==> src/hw/rtl/csvlt_pkg.sv <==
// ----------------------------------------------------------------------------
// csvlt_pkg: shared types and constants of the CSV line tokenizer
// Character codes, result kinds and the command passed from the classifier
// to the result sequencer.
// ----------------------------------------------------------------------------
package csvlt_pkg;

	localparam logic [7:0] CH_QUOTE = 8'h22;
	localparam logic [7:0] CH_CR    = 8'h0D;
	localparam logic [7:0] CH_LF    = 8'h0A;

	localparam logic [7:0] SEP_RESET = 8'h2C;

	// Depth of the command queue between front and back
	localparam int unsigned QUEUE_DEPTH = 2;

	typedef enum logic [1:0] {
		KIND_DATA  = 2'd0,
		KIND_FIELD = 2'd1,
		KIND_LINE  = 2'd2
	} kind_t;

	// One classified item: first result, plus a trailing line end if set
	typedef struct packed {
		kind_t      kind;
		logic [7:0] data;
		logic       add_line;
	} cmd_t;

endpackage

==> src/hw/rtl/csvlt_front.sv <==
// ----------------------------------------------------------------------------
// csvlt_front: input classifier
// Accepts input bytes, tracks quote and field state, and turns each byte into
// at most one command for the result sequencer.
// ----------------------------------------------------------------------------
module csvlt_front (
	input  logic              clk,
	input  logic              arst_n,
	input  logic              cfg_wen,
	input  logic [7:0]        cfg_wdata,
	input  logic              s_tvalid,
	output logic              s_tready,
	input  logic [7:0]        s_tdata,   // in_byte
	input  logic              s_tuser,   // end_of_input
	input  logic              q_full,
	output logic              q_push,
	output csvlt_pkg::cmd_t   q_cmd
);

	logic [7:0] sep_q;
	logic       in_quotes_q;
	logic       quote_pending_q;
	logic       field_nonempty_q;

	logic       in_quotes_d;
	logic       quote_pending_d;
	logic       field_nonempty_d;
	logic       emit;
	logic       iq;
	logic       accept;

	assign s_tready = !q_full;
	assign accept   = s_tvalid && s_tready;
	assign q_push   = accept && emit;

	// Classify the byte against the current quote state
	always_comb begin
		in_quotes_d      = in_quotes_q;
		quote_pending_d  = 1'b0;
		field_nonempty_d = field_nonempty_q;
		emit             = 1'b0;
		q_cmd.kind       = csvlt_pkg::KIND_DATA;
		q_cmd.data       = 8'd0;
		q_cmd.add_line   = 1'b0;
		iq               = in_quotes_q && !quote_pending_q;
		if (quote_pending_q && !s_tuser && s_tdata == csvlt_pkg::CH_QUOTE) begin
			// doubled quote inside quotes: literal quote
			emit             = 1'b1;
			q_cmd.data       = csvlt_pkg::CH_QUOTE;
			field_nonempty_d = 1'b1;
		end else begin
			in_quotes_d = iq;
			if (s_tuser || (s_tdata == csvlt_pkg::CH_LF && !iq)) begin
				// close the line, ending a nonempty field first
				emit             = 1'b1;
				q_cmd.kind       = field_nonempty_q ? csvlt_pkg::KIND_FIELD
				                                    : csvlt_pkg::KIND_LINE;
				q_cmd.add_line   = field_nonempty_q;
				in_quotes_d      = 1'b0;
				field_nonempty_d = 1'b0;
			end else if (s_tdata == csvlt_pkg::CH_LF) begin
				emit             = 1'b1;
				q_cmd.data       = s_tdata;
				field_nonempty_d = 1'b1;
			end else if (s_tdata == sep_q && !iq) begin
				emit             = 1'b1;
				q_cmd.kind       = csvlt_pkg::KIND_FIELD;
				field_nonempty_d = 1'b0;
			end else if (s_tdata == csvlt_pkg::CH_QUOTE) begin
				if (iq) begin
					quote_pending_d = 1'b1;
				end else begin
					in_quotes_d = 1'b1;
				end
			end else if (s_tdata != csvlt_pkg::CH_CR) begin
				emit             = 1'b1;
				q_cmd.data       = s_tdata;
				field_nonempty_d = 1'b1;
			end
		end
	end

	// Hold the separator register
	always_ff @(posedge clk or negedge arst_n) begin
		if (!arst_n) begin
			sep_q <= csvlt_pkg::SEP_RESET;
		end else if (cfg_wen) begin
			sep_q <= cfg_wdata;
		end
	end

	// Advance parser state on each accepted transaction
	always_ff @(posedge clk or negedge arst_n) begin
		if (!arst_n) begin
			in_quotes_q      <= 1'b0;
			quote_pending_q  <= 1'b0;
			field_nonempty_q <= 1'b0;
		end else if (accept) begin
			in_quotes_q      <= in_quotes_d;
			quote_pending_q  <= quote_pending_d;
			field_nonempty_q <= field_nonempty_d;
		end
	end

endmodule

==> src/hw/rtl/csvlt_queue.sv <==
// ----------------------------------------------------------------------------
// csvlt_queue: command queue
// Small register queue that decouples the classifier from the sequencer.
// ----------------------------------------------------------------------------
module csvlt_queue #(
	parameter int unsigned DEPTH = csvlt_pkg::QUEUE_DEPTH
) (
	input  logic            clk,
	input  logic            arst_n,
	input  logic            push,
	input  csvlt_pkg::cmd_t push_cmd,
	output logic            full,
	input  logic            pop,
	output logic            nonempty,
	output csvlt_pkg::cmd_t head
);

	localparam int unsigned PW = (DEPTH > 1) ? $clog2(DEPTH) : 1;
	localparam int unsigned CW = $clog2(DEPTH + 1);

	csvlt_pkg::cmd_t entry_q [DEPTH];
	logic [PW-1:0]   wr_ptr_q;
	logic [PW-1:0]   rd_ptr_q;
	logic [CW-1:0]   count_q;

	assign full     = (count_q == CW'(DEPTH));
	assign nonempty = (count_q != '0);
	assign head     = entry_q[rd_ptr_q];

	// Store pushed commands
	always_ff @(posedge clk) begin
		if (push) begin
			entry_q[wr_ptr_q] <= push_cmd;
		end
	end

	// Advance pointers and track fill level
	always_ff @(posedge clk or negedge arst_n) begin
		if (!arst_n) begin
			wr_ptr_q <= '0;
			rd_ptr_q <= '0;
			count_q  <= '0;
		end else begin
			if (push) begin
				wr_ptr_q <= (wr_ptr_q == PW'(DEPTH - 1)) ? '0 : wr_ptr_q + 1'b1;
			end
			if (pop) begin
				rd_ptr_q <= (rd_ptr_q == PW'(DEPTH - 1)) ? '0 : rd_ptr_q + 1'b1;
			end
			if (push && !pop) begin
				count_q <= count_q + 1'b1;
			end else if (pop && !push) begin
				count_q <= count_q - 1'b1;
			end
		end
	end

endmodule

==> src/hw/rtl/csvlt_back.sv <==
// ----------------------------------------------------------------------------
// csvlt_back: result sequencer
// Pops commands and drives the output register, one result per cycle while
// m_tready is high, splitting a field end plus line end into two transactions.
// ----------------------------------------------------------------------------
module csvlt_back (
	input  logic            clk,
	input  logic            arst_n,
	input  logic            q_nonempty,
	input  csvlt_pkg::cmd_t q_head,
	output logic            q_pop,
	output logic            m_tvalid,
	input  logic            m_tready,
	output logic [7:0]      m_tdata,   // out_byte
	output logic [1:0]      m_tuser,   // out_kind
	output logic            m_tlast    // last_of_run
);

	logic             valid_q;
	csvlt_pkg::kind_t kind_q;
	logic [7:0]       data_q;
	logic             last_q;
	logic             line_pending_q;
	logic             load;

	assign load  = !valid_q || m_tready;
	assign q_pop = load && !line_pending_q && q_nonempty;

	assign m_tvalid = valid_q;
	assign m_tdata  = data_q;
	assign m_tuser  = kind_q;
	assign m_tlast  = last_q;

	// Control: output valid and the trailing line end
	always_ff @(posedge clk or negedge arst_n) begin
		if (!arst_n) begin
			valid_q        <= 1'b0;
			line_pending_q <= 1'b0;
		end else if (load) begin
			if (line_pending_q) begin
				valid_q        <= 1'b1;
				line_pending_q <= 1'b0;
			end else begin
				valid_q        <= q_nonempty;
				line_pending_q <= q_nonempty && q_head.add_line;
			end
		end
	end

	// Payload of the output register
	always_ff @(posedge clk) begin
		if (load) begin
			if (line_pending_q) begin
				kind_q <= csvlt_pkg::KIND_LINE;
				data_q <= 8'd0;
				last_q <= 1'b1;
			end else begin
				kind_q <= q_head.kind;
				data_q <= q_head.data;
				last_q <= !q_head.add_line;
			end
		end
	end

endmodule

==> src/hw/rtl/csv_line_tokenizer.sv <==
// Path: each result is registered in the command queue and then in the output
// register that drives m_*. Throughput: one input byte per cycle unless the
// queue is full; one result per cycle unless m_tready is low, so a byte that
// closes a nonempty field and its line takes two output transactions.
// The command queue (2 entries) lets input continue while output stalls.
// Reset: arst_n clears quote/field state, queue and output; separator is ','.
// ----------------------------------------------------------------------------
// csv_line_tokenizer: CSV field and line splitter
// Streams field data bytes, field ends and line ends from a byte stream.
// ----------------------------------------------------------------------------
module csv_line_tokenizer #(
	parameter int unsigned QUEUE_DEPTH = csvlt_pkg::QUEUE_DEPTH
) (
	input  logic       clk,
	input  logic       arst_n,
	input  logic       cfg_wen,
	input  logic [7:0] cfg_wdata,  // separator_char
	input  logic       s_tvalid,
	output logic       s_tready,
	input  logic [7:0] s_tdata,    // [7:0] in_byte
	input  logic       s_tuser,    // [0] end_of_input
	output logic       m_tvalid,
	input  logic       m_tready,
	output logic [7:0] m_tdata,    // [7:0] out_byte
	output logic [1:0] m_tuser,    // [1:0] out_kind
	output logic       m_tlast     // last_of_run
);

	logic            q_full;
	logic            q_push;
	logic            q_pop;
	logic            q_nonempty;
	csvlt_pkg::cmd_t push_cmd;
	csvlt_pkg::cmd_t head_cmd;

	csvlt_front u_front (
		.clk       (clk),
		.arst_n    (arst_n),
		.cfg_wen   (cfg_wen),
		.cfg_wdata (cfg_wdata),
		.s_tvalid  (s_tvalid),
		.s_tready  (s_tready),
		.s_tdata   (s_tdata),
		.s_tuser   (s_tuser),
		.q_full    (q_full),
		.q_push    (q_push),
		.q_cmd     (push_cmd)
	);

	csvlt_queue #(
		.DEPTH (QUEUE_DEPTH)
	) u_queue (
		.clk      (clk),
		.arst_n   (arst_n),
		.push     (q_push),
		.push_cmd (push_cmd),
		.full     (q_full),
		.pop      (q_pop),
		.nonempty (q_nonempty),
		.head     (head_cmd)
	);

	csvlt_back u_back (
		.clk        (clk),
		.arst_n     (arst_n),
		.q_nonempty (q_nonempty),
		.q_head     (head_cmd),
		.q_pop      (q_pop),
		.m_tvalid   (m_tvalid),
		.m_tready   (m_tready),
		.m_tdata    (m_tdata),
		.m_tuser    (m_tuser),
		.m_tlast    (m_tlast)
	);

endmodule

==> config.mk <==
export PLATFORM = sky130hd
export DESIGN_NAME = csv_line_tokenizer
export DESIGN_NICKNAME = d
export VERILOG_FILES = /design/src/hw/rtl/csvlt_pkg.sv /design/src/hw/rtl/csvlt_front.sv /design/src/hw/rtl/csvlt_queue.sv /design/src/hw/rtl/csvlt_back.sv /design/src/hw/rtl/csv_line_tokenizer.sv
export SDC_FILE = /design/constraint.sdc
export NUM_CORES = 1
export LEC_CHECK = 0
export ABC_CLOCK_PERIOD_IN_PS = 2600
export BUFFER_PORTS_ARGS = -buffer_cell sky130_fd_sc_hd__buf_2
export CAP_MARGIN = 20
export CELL_PAD_IN_SITES_DETAIL_PLACEMENT = 1
export CELL_PAD_IN_SITES_GLOBAL_PLACEMENT = 1
export CORE_ASPECT_RATIO = 1.4
export CORE_MARGIN = 2
export CORE_UTILIZATION = 35
export DETAILED_ROUTE_END_ITERATION = 16
export PLACE_DENSITY = 0.72
export SKIP_CTS_REPAIR_TIMING = 1
export SYNTH_ARGS = -nofsm -noshare
export SYNTH_HDL_FRONTEND = slang
export SYNTH_SLANG_ARGS = --single-unit
==> constraint.sdc <==
create_clock -name clk -period 2.6 [get_ports clk]
set_input_delay 0.52 -clock clk [delete_from_list [all_inputs] [get_ports clk]]
set_output_delay 0.52 -clock clk [all_outputs]
set_load 0.1 [all_outputs]
==> results of run 1 <==
## registers in the layout, summed over array words and instances, names as in the netlist, 2 cells and up
signal / count
u_queue.entry_q: 22
u_back.m_tuser: 2
u_back.m_tdata: 8
u_queue.count_q: 2
u_front.sep_q: 8
## synthesized netlist by cell type, types with 2 or more instances
master	n	share of area [%]
a21oi_1	2	0.46
and2_1	5	1.4
and3_1	5	1.4
clkbuf_1	2	0.35
dfrtp_1	14	16
dfstp_2	3	3.6
edfxtp_1	33	46
inv_1	3	0.52
mux2_2	8	4.1
mux2i_1	10	4.6
nand2_1	6	1.0
nand2b_1	3	0.86
nand3_1	5	1.1
nand4_1	2	0.57
nor2_1	19	3.3
nor2b_1	3	0.86
nor4b_2	2	1.4
o21ai_0	3	0.69
xnor2_1	11	4.4
xor2_1	2	0.81
## routing by layer
metal  vias up  part of all wire, %
met1       674                   39
met4         0                  1.4
met2        38                   55
li1        641                    -
met5         -                    0
met3         7                  4.5
## worst max-delay path, stage by stage (launching register included)
cell	delay (ps)
dfstp_2	560
xnor2_1	120
nand3_1	130
or3_1	420
a41o_4	260
inv_1	60
ha_1	160
xor2_1	160
nor2_1	70
xor2_1	130
## power by group
group	switching, mW	internal (mW)	leakage [nW]
Sequential	0.146	1.13	0.516
Clock	0.263	0.189	0.0441
Combinational	0.880	0.300	0.475
## per-stage QoR
step | cell area, um^2 | utilization, %
global placement | 2460 | 40.1
finish | 2550 | 41.6
CTS | 2550 | 41.6
detailed placement | 2460 | 40.1
floorplan | 2180 | -
global route | 2550 | 41.6
## area by class of cell
cell class,instances,area share (%)
clock buffers,5,2.70
clock inverters,3,0.835
inverters,3,0.442
multi-input cells,99,28.9
flip-flops and latches,50,55.7
well taps,72,3.54
repair buffers,38,7.86
## path summary, 6_finish.rpt
path	cells past startpoint	to	from
min in group clk	2	u_front.sep_q[1]	cfg_wdata[1]
min	1	u_front.sep_q[0]	arst_n
max	9	u_queue.count_q[1]	u_front.sep_q[3]
max reg2reg	9	u_queue.count_q[1]	u_front.sep_q[3]
max in group asynchronous	1	u_front.sep_q[5]	arst_n
min reg2reg	1	u_queue.wr_ptr_q	u_queue.wr_ptr_q
## kinds of logic (layout without fill, tap and decap cells)
family	count (synthesis)	count (layout)	synth area share [%]
multiplexers	19	19	9.43
flip-flops	50	50	65.3
AO/OA/AOI/OAI	12	12	4.49
XOR/XNOR	13	13	5.23
adder cells (fa/ha/maj)	1	1	0.575
AND/OR/NAND/NOR	54	54	14.0
buffers and inverters	6	49	1.04
==> flow_metrics.env, run 1 <==
export IMPL_fill_cells=677
export IMPL_die_area_um2=6870
export IMPL_top_usage_layer="met2"
export IMPL_postRouteWirelength_mm=3.80
export IMPL_ys_ff_latch=50
export IMPL_drc_errors=0
export IMPL_grt_use_met3_pct=3.01
export IMPL_drt_first_pass_iters=4
export IMPL_final_max_slew_viol_count=0
export IMPL_drt_iter0_markers=27
export IMPL_syn_area_per_cell_um2=14.0
export IMPL_layout_cells_non_filler=270
export IMPL_vdd_drop_max_uv=370
export IMPL_fin_ws_ps=409
export IMPL_yosysSeqAreaShare_pct=65.3
export IMPL_clk_path_buf_depth=2
export IMPL_p_per_area_nw_per_um2=1140
export IMPL_grt_overflow=0
export IMPL_clock_fmax_mhz=456
export IMPL_setup_worst_path_class="reg -> reg"
export IMPL_seq_area_um2=1420
export IMPL_rows=34
export IMPL_antenna_found_initial=0
export IMPL_syn2layout_area_growth_pct=17.1
export IMPL_grt_start_max_net_pins=18
export IMPL_diodes=0
export IMPL_worstSetupStartpointType="flip-flop"
export IMPL_via_per_inst=5.04
export IMPL_core_area_um2=6130
export IMPL_skew_ps=6.53
export IMPL_multiInputGateArea_um2=736
export IMPL_cts_max_level=2
export IMPL_endpoint_kind="flip-flop"
export IMPL_synth_cell_types=34
export IMPL_worstHoldPathType="in -> async"
export IMPL_rrSetupSlack_ps=410
export IMPL_grt_use_total_pct=12.1
export IMPL_dr_total_vias=1360
export IMPL_required_ps=2800
export IMPL_portBuffers=34
export IMPL_grtUsageMet1_pct=12.1
export IMPL_met2_usage_pct=23.7
export IMPL_die_w_um=70.6
export IMPL_crit_fanout=5
export IMPL_layout_commonest_cell="buf_2"
export IMPL_dp_cells=262
export IMPL_ant_nets=0
export IMPL_place_ws_ps=150
export IMPL_grt_pass1_vias=1470
export IMPL_finalSetupViolCount=0
export IMPL_tritoncts="yes"
export IMPL_whs_ps=133
export IMPL_ys_flop_type="edfxtp_1"
export IMPL_routedWlPerCell_um=14.1
export IMPL_drv_cap=0
export IMPL_slew_headroom_pct=59.0
export IMPL_async_flop_share_pct=34.0
export IMPL_critPathArrivalTime_ps=2390
export IMPL_nets=220
export IMPL_yosys_warnings=0
export IMPL_total_power_mw=2.91
export IMPL_grt_pass1_wl_mm=6.56
export IMPL_fin_crit_ps=2190
export IMPL_synth_cells=155
export IMPL_synth_edf_count=33
export IMPL_hold_violations=0
export IMPL_clock_sinks=50
export IMPL_syn_area_um2=2180
export IMPL_drive_above_1_share_pct=32.3
export IMPL_status="completed"
export IMPL_path_clk_slew_ps=90
export IMPL_p_leak_nw=1.04
export IMPL_fp_dieH_um=97.3
export IMPL_most_common_layout_cells="buf_2 (34), edfxtp_1 (33), nor2_1 (19)"
export IMPL_initial_core_util_pct=35.5
export IMPL_place_gp_congestion=0.765
export IMPL_cts_buffers=5
export IMPL_syn_nets=178
export IMPL_fin_tns_setup_ps=0
export IMPL_rsz0062_at_grt="no"
export IMPL_tightest_slew_ps=614
export IMPL_period_share_pct=84.3
export IMPL_insertion_delay_ps=300
export IMPL_io_pins=35
export IMPL_cts_root_buf="clkbuf_8"
export IMPL_dpl_hpwl_mm=3.06
Power figures use the tool's default switching activity.
==> run 2: changes to the inputs <==
ABC_CLOCK_PERIOD_IN_PS = 1800   (was 2600)
PLACE_DENSITY = 0.74   (was 0.72)
clock period = 1.8 ns   (was 2.6 ns; I/O delays follow)
==> run 2 against run 1 <==
  * The flow now finishes with violations (negative setup slack)
  * Flip-flop and latch count did not move
  * Count of clock-buffer cells in the layout rose by 1
  * Combinational power rose by 83%
  * Clock skew rose by 0.86 ps
==> flow_metrics.env, run 2 (synthesis results as in run 1) <==
export IMPL_endpoint_kind="flip-flop"
export IMPL_p_leak_nw=1.20
export IMPL_regMostFlops="u_queue.entry_q"
export IMPL_clk_path_buf_depth=2
export IMPL_grt_pass1_wl_mm=6.63
export IMPL_place_gp_congestion=0.774
export IMPL_grt_overflow=0
export IMPL_worstHoldPathType="in -> reg"
export IMPL_tightest_slew_ps=487
export IMPL_routedWlPerCell_um=14.3
export IMPL_rrSetupSlack_ps=-260
export IMPL_drt_first_pass_iters=4
export IMPL_initial_core_util_pct=35.5
export IMPL_dp_cells=282
export IMPL_r2r_cells=9
export IMPL_layout_cells_non_filler=296
export IMPL_drt_iter0_markers=24
export IMPL_grt_start_max_net_pins=18
export IMPL_dr_total_vias=1447
export IMPL_crit_chain="xnor2_1 > nand3_1 > or3_4 > a41o_4 > inv_2 > ha_4 > xor2_2 > nor2_2 > xor2_1"
export IMPL_grt_pass1_vias=1524
export IMPL_clock_sinks=50
export IMPL_place_area_um2=2670
export IMPL_required_ps=1980
export IMPL_critPathArrivalTime_ps=2240
export IMPL_postRouteWirelength_mm=4.23
export IMPL_via_per_inst=4.89
export IMPL_die_w_um=70.6
export IMPL_core_area_um2=6130
export IMPL_finalSetupViolCount=40
export IMPL_die_area_um2=6870
export IMPL_drive_above_1_share_pct=48.2
export IMPL_final_max_slew_viol_count=0
export IMPL_fill_cells=662
export IMPL_dpl_hpwl_mm=3.25
export IMPL_io_pins=35
export IMPL_setup_worst_path_class="reg -> reg"
export IMPL_cp_depth=9
export IMPL_diodes=0
export IMPL_endpoint="u_queue.count_q[1]"
export IMPL_crit_fanout=4
export IMPL_crit_family="simple AND/OR/NAND/NOR gates"
export IMPL_rr_endpoint="u_queue.count_q[1]"
export IMPL_vdd_drop_max_uv=539
export IMPL_rsz0062_at_grt="yes"
export IMPL_syn2layout_area_growth_pct=33.9
export IMPL_path_clk_slew_ps=90
export IMPL_crit_slowest_cell="dfstp_2"
export IMPL_nets=246
export IMPL_drc_errors=0
export IMPL_critPathMaxStageDelay_ps=540
export IMPL_fin_ws_ps=-263
export IMPL_tritoncts="yes"
export IMPL_skew_ps=7.39
export IMPL_status="finished, violations left"
export IMPL_grt_use_total_pct=12.3
export IMPL_cts_root_buf="clkbuf_8"
export IMPL_p_per_area_nw_per_um2=1620
export IMPL_largest_register_ffs=22
export IMPL_period_share_pct=115
export IMPL_ant_nets=0
export IMPL_antenna_found_initial=0
export IMPL_worstSetupStartpointType="flip-flop"
export IMPL_insertion_delay_ps=300
export IMPL_portBuffers=34
export IMPL_fp_dieH_um=97.3
export IMPL_cts_max_level=2
export IMPL_drv_cap=0
export IMPL_hold_violations=0
export IMPL_layout_commonest_cell="buf_2"
export IMPL_slew_headroom_pct=67.8
export IMPL_rows=34
export IMPL_final_area_um2=2910
export IMPL_cts_buffers=5
export IMPL_fin_crit_ps=2060
export IMPL_most_common_layout_cells="buf_2 (34), edfxtp_1 (33), buf_4 (25)"
export IMPL_critPathLaunch="u_front.sep_q[3]"
export IMPL_path_buf_inv=1
export IMPL_violations="negative setup slack"
export IMPL_r2r_start="u_front.sep_q[3]"
export IMPL_clock_fmax_mhz=485
export IMPL_hold_start="cfg_wdata[6]"
-- run 2: cell types whose count changed in the layout (fill, tap and decap cells not counted), moves of 2 or more --
cell / previous run / this run
nor2_4: 0 / 2
and3_4: 0 / 5
buf_4: 4 / 25
nor2_2: 0 / 2
nor2_1: 19 / 15
and2_4: 0 / 3
and2_1: 5 / 2
and3_1: 5 / 0
buf_12: 0 / 3
-- run 2: worst reg2reg max path, delay by kind of cell (launching register included) --
family	cells	cell delay [ps]
AO/OA/AOI/OAI	1	250
adder cells (fa/ha/maj)	1	130
AND/OR/NAND/NOR	3	560
buffers and inverters	1	70
flip-flops	1	540
XOR/XNOR	3	390
-- run 2: area by class of cell --
class,count,area [um^2],share of cell area (%)
flip-flops and latches,50,1420,48.8
multi-input cells,99,841,28.9
repair buffers,64,439,15.1
well taps,72,90.1,3.09
clock buffers,6,72.6,2.49
clock inverters,2,37.5,1.29
inverters,3,11.3,0.387
-- run 2: how the worst min path moves through the flow --
| stage | cells after the start | slack [ps] | endpoint |
|---|---|---|---|
| global route | 2 | 280 | u_front.sep_q[7] |
| global placement | 1 | 310 | u_queue.count_q[0] |
| CTS | 1 | -30 | u_queue.rd_ptr_q |
| finish | 2 | 280 | u_front.sep_q[6] |
| floorplan | 0 | 60 | u_back.line_pending_q |
| detailed placement | 1 | 310 | u_queue.wr_ptr_q |
-- run 2: routing by layer --
metal | share of wire [%] | vias to the layer above | track usage, %
met5 | 0 | - | 0
met4 | 3.5 | 0 | 6.10
met3 | 4.6 | 13 | 2.70
met2 | 57 | 46 | 24.2
met1 | 35 | 693 | 11.3
li1 | - | 695 | -
-- run 2: report_power, final --
| part | leakage (nW) | switching [mW] | internal [mW] | total (mW) |
|---|---|---|---|---|
| registers | 0.516 | 0.136 | 1.64 | 1.78 |
| clock network | 0.0514 | 0.361 | 0.415 | 0.776 |
| logic | 0.635 | 1.46 | 0.699 | 2.16 |
-- run 2: through the flow --
step	utilization (%)	hold slack, ps	setup WS [ps]	TNS [ps]	total power, mW
finish	47.5	284	-263	-7270	4.71
global route	47.5	278	-374	-9920	4.94
CTS	45.4	-26.8	-314	-5880	4.67
detailed placement	43.6	311	-376	-7390	3.87
global placement	43.6	311	-297	-7090	3.80
floorplan	-	64.4	-169	-2230	3.35
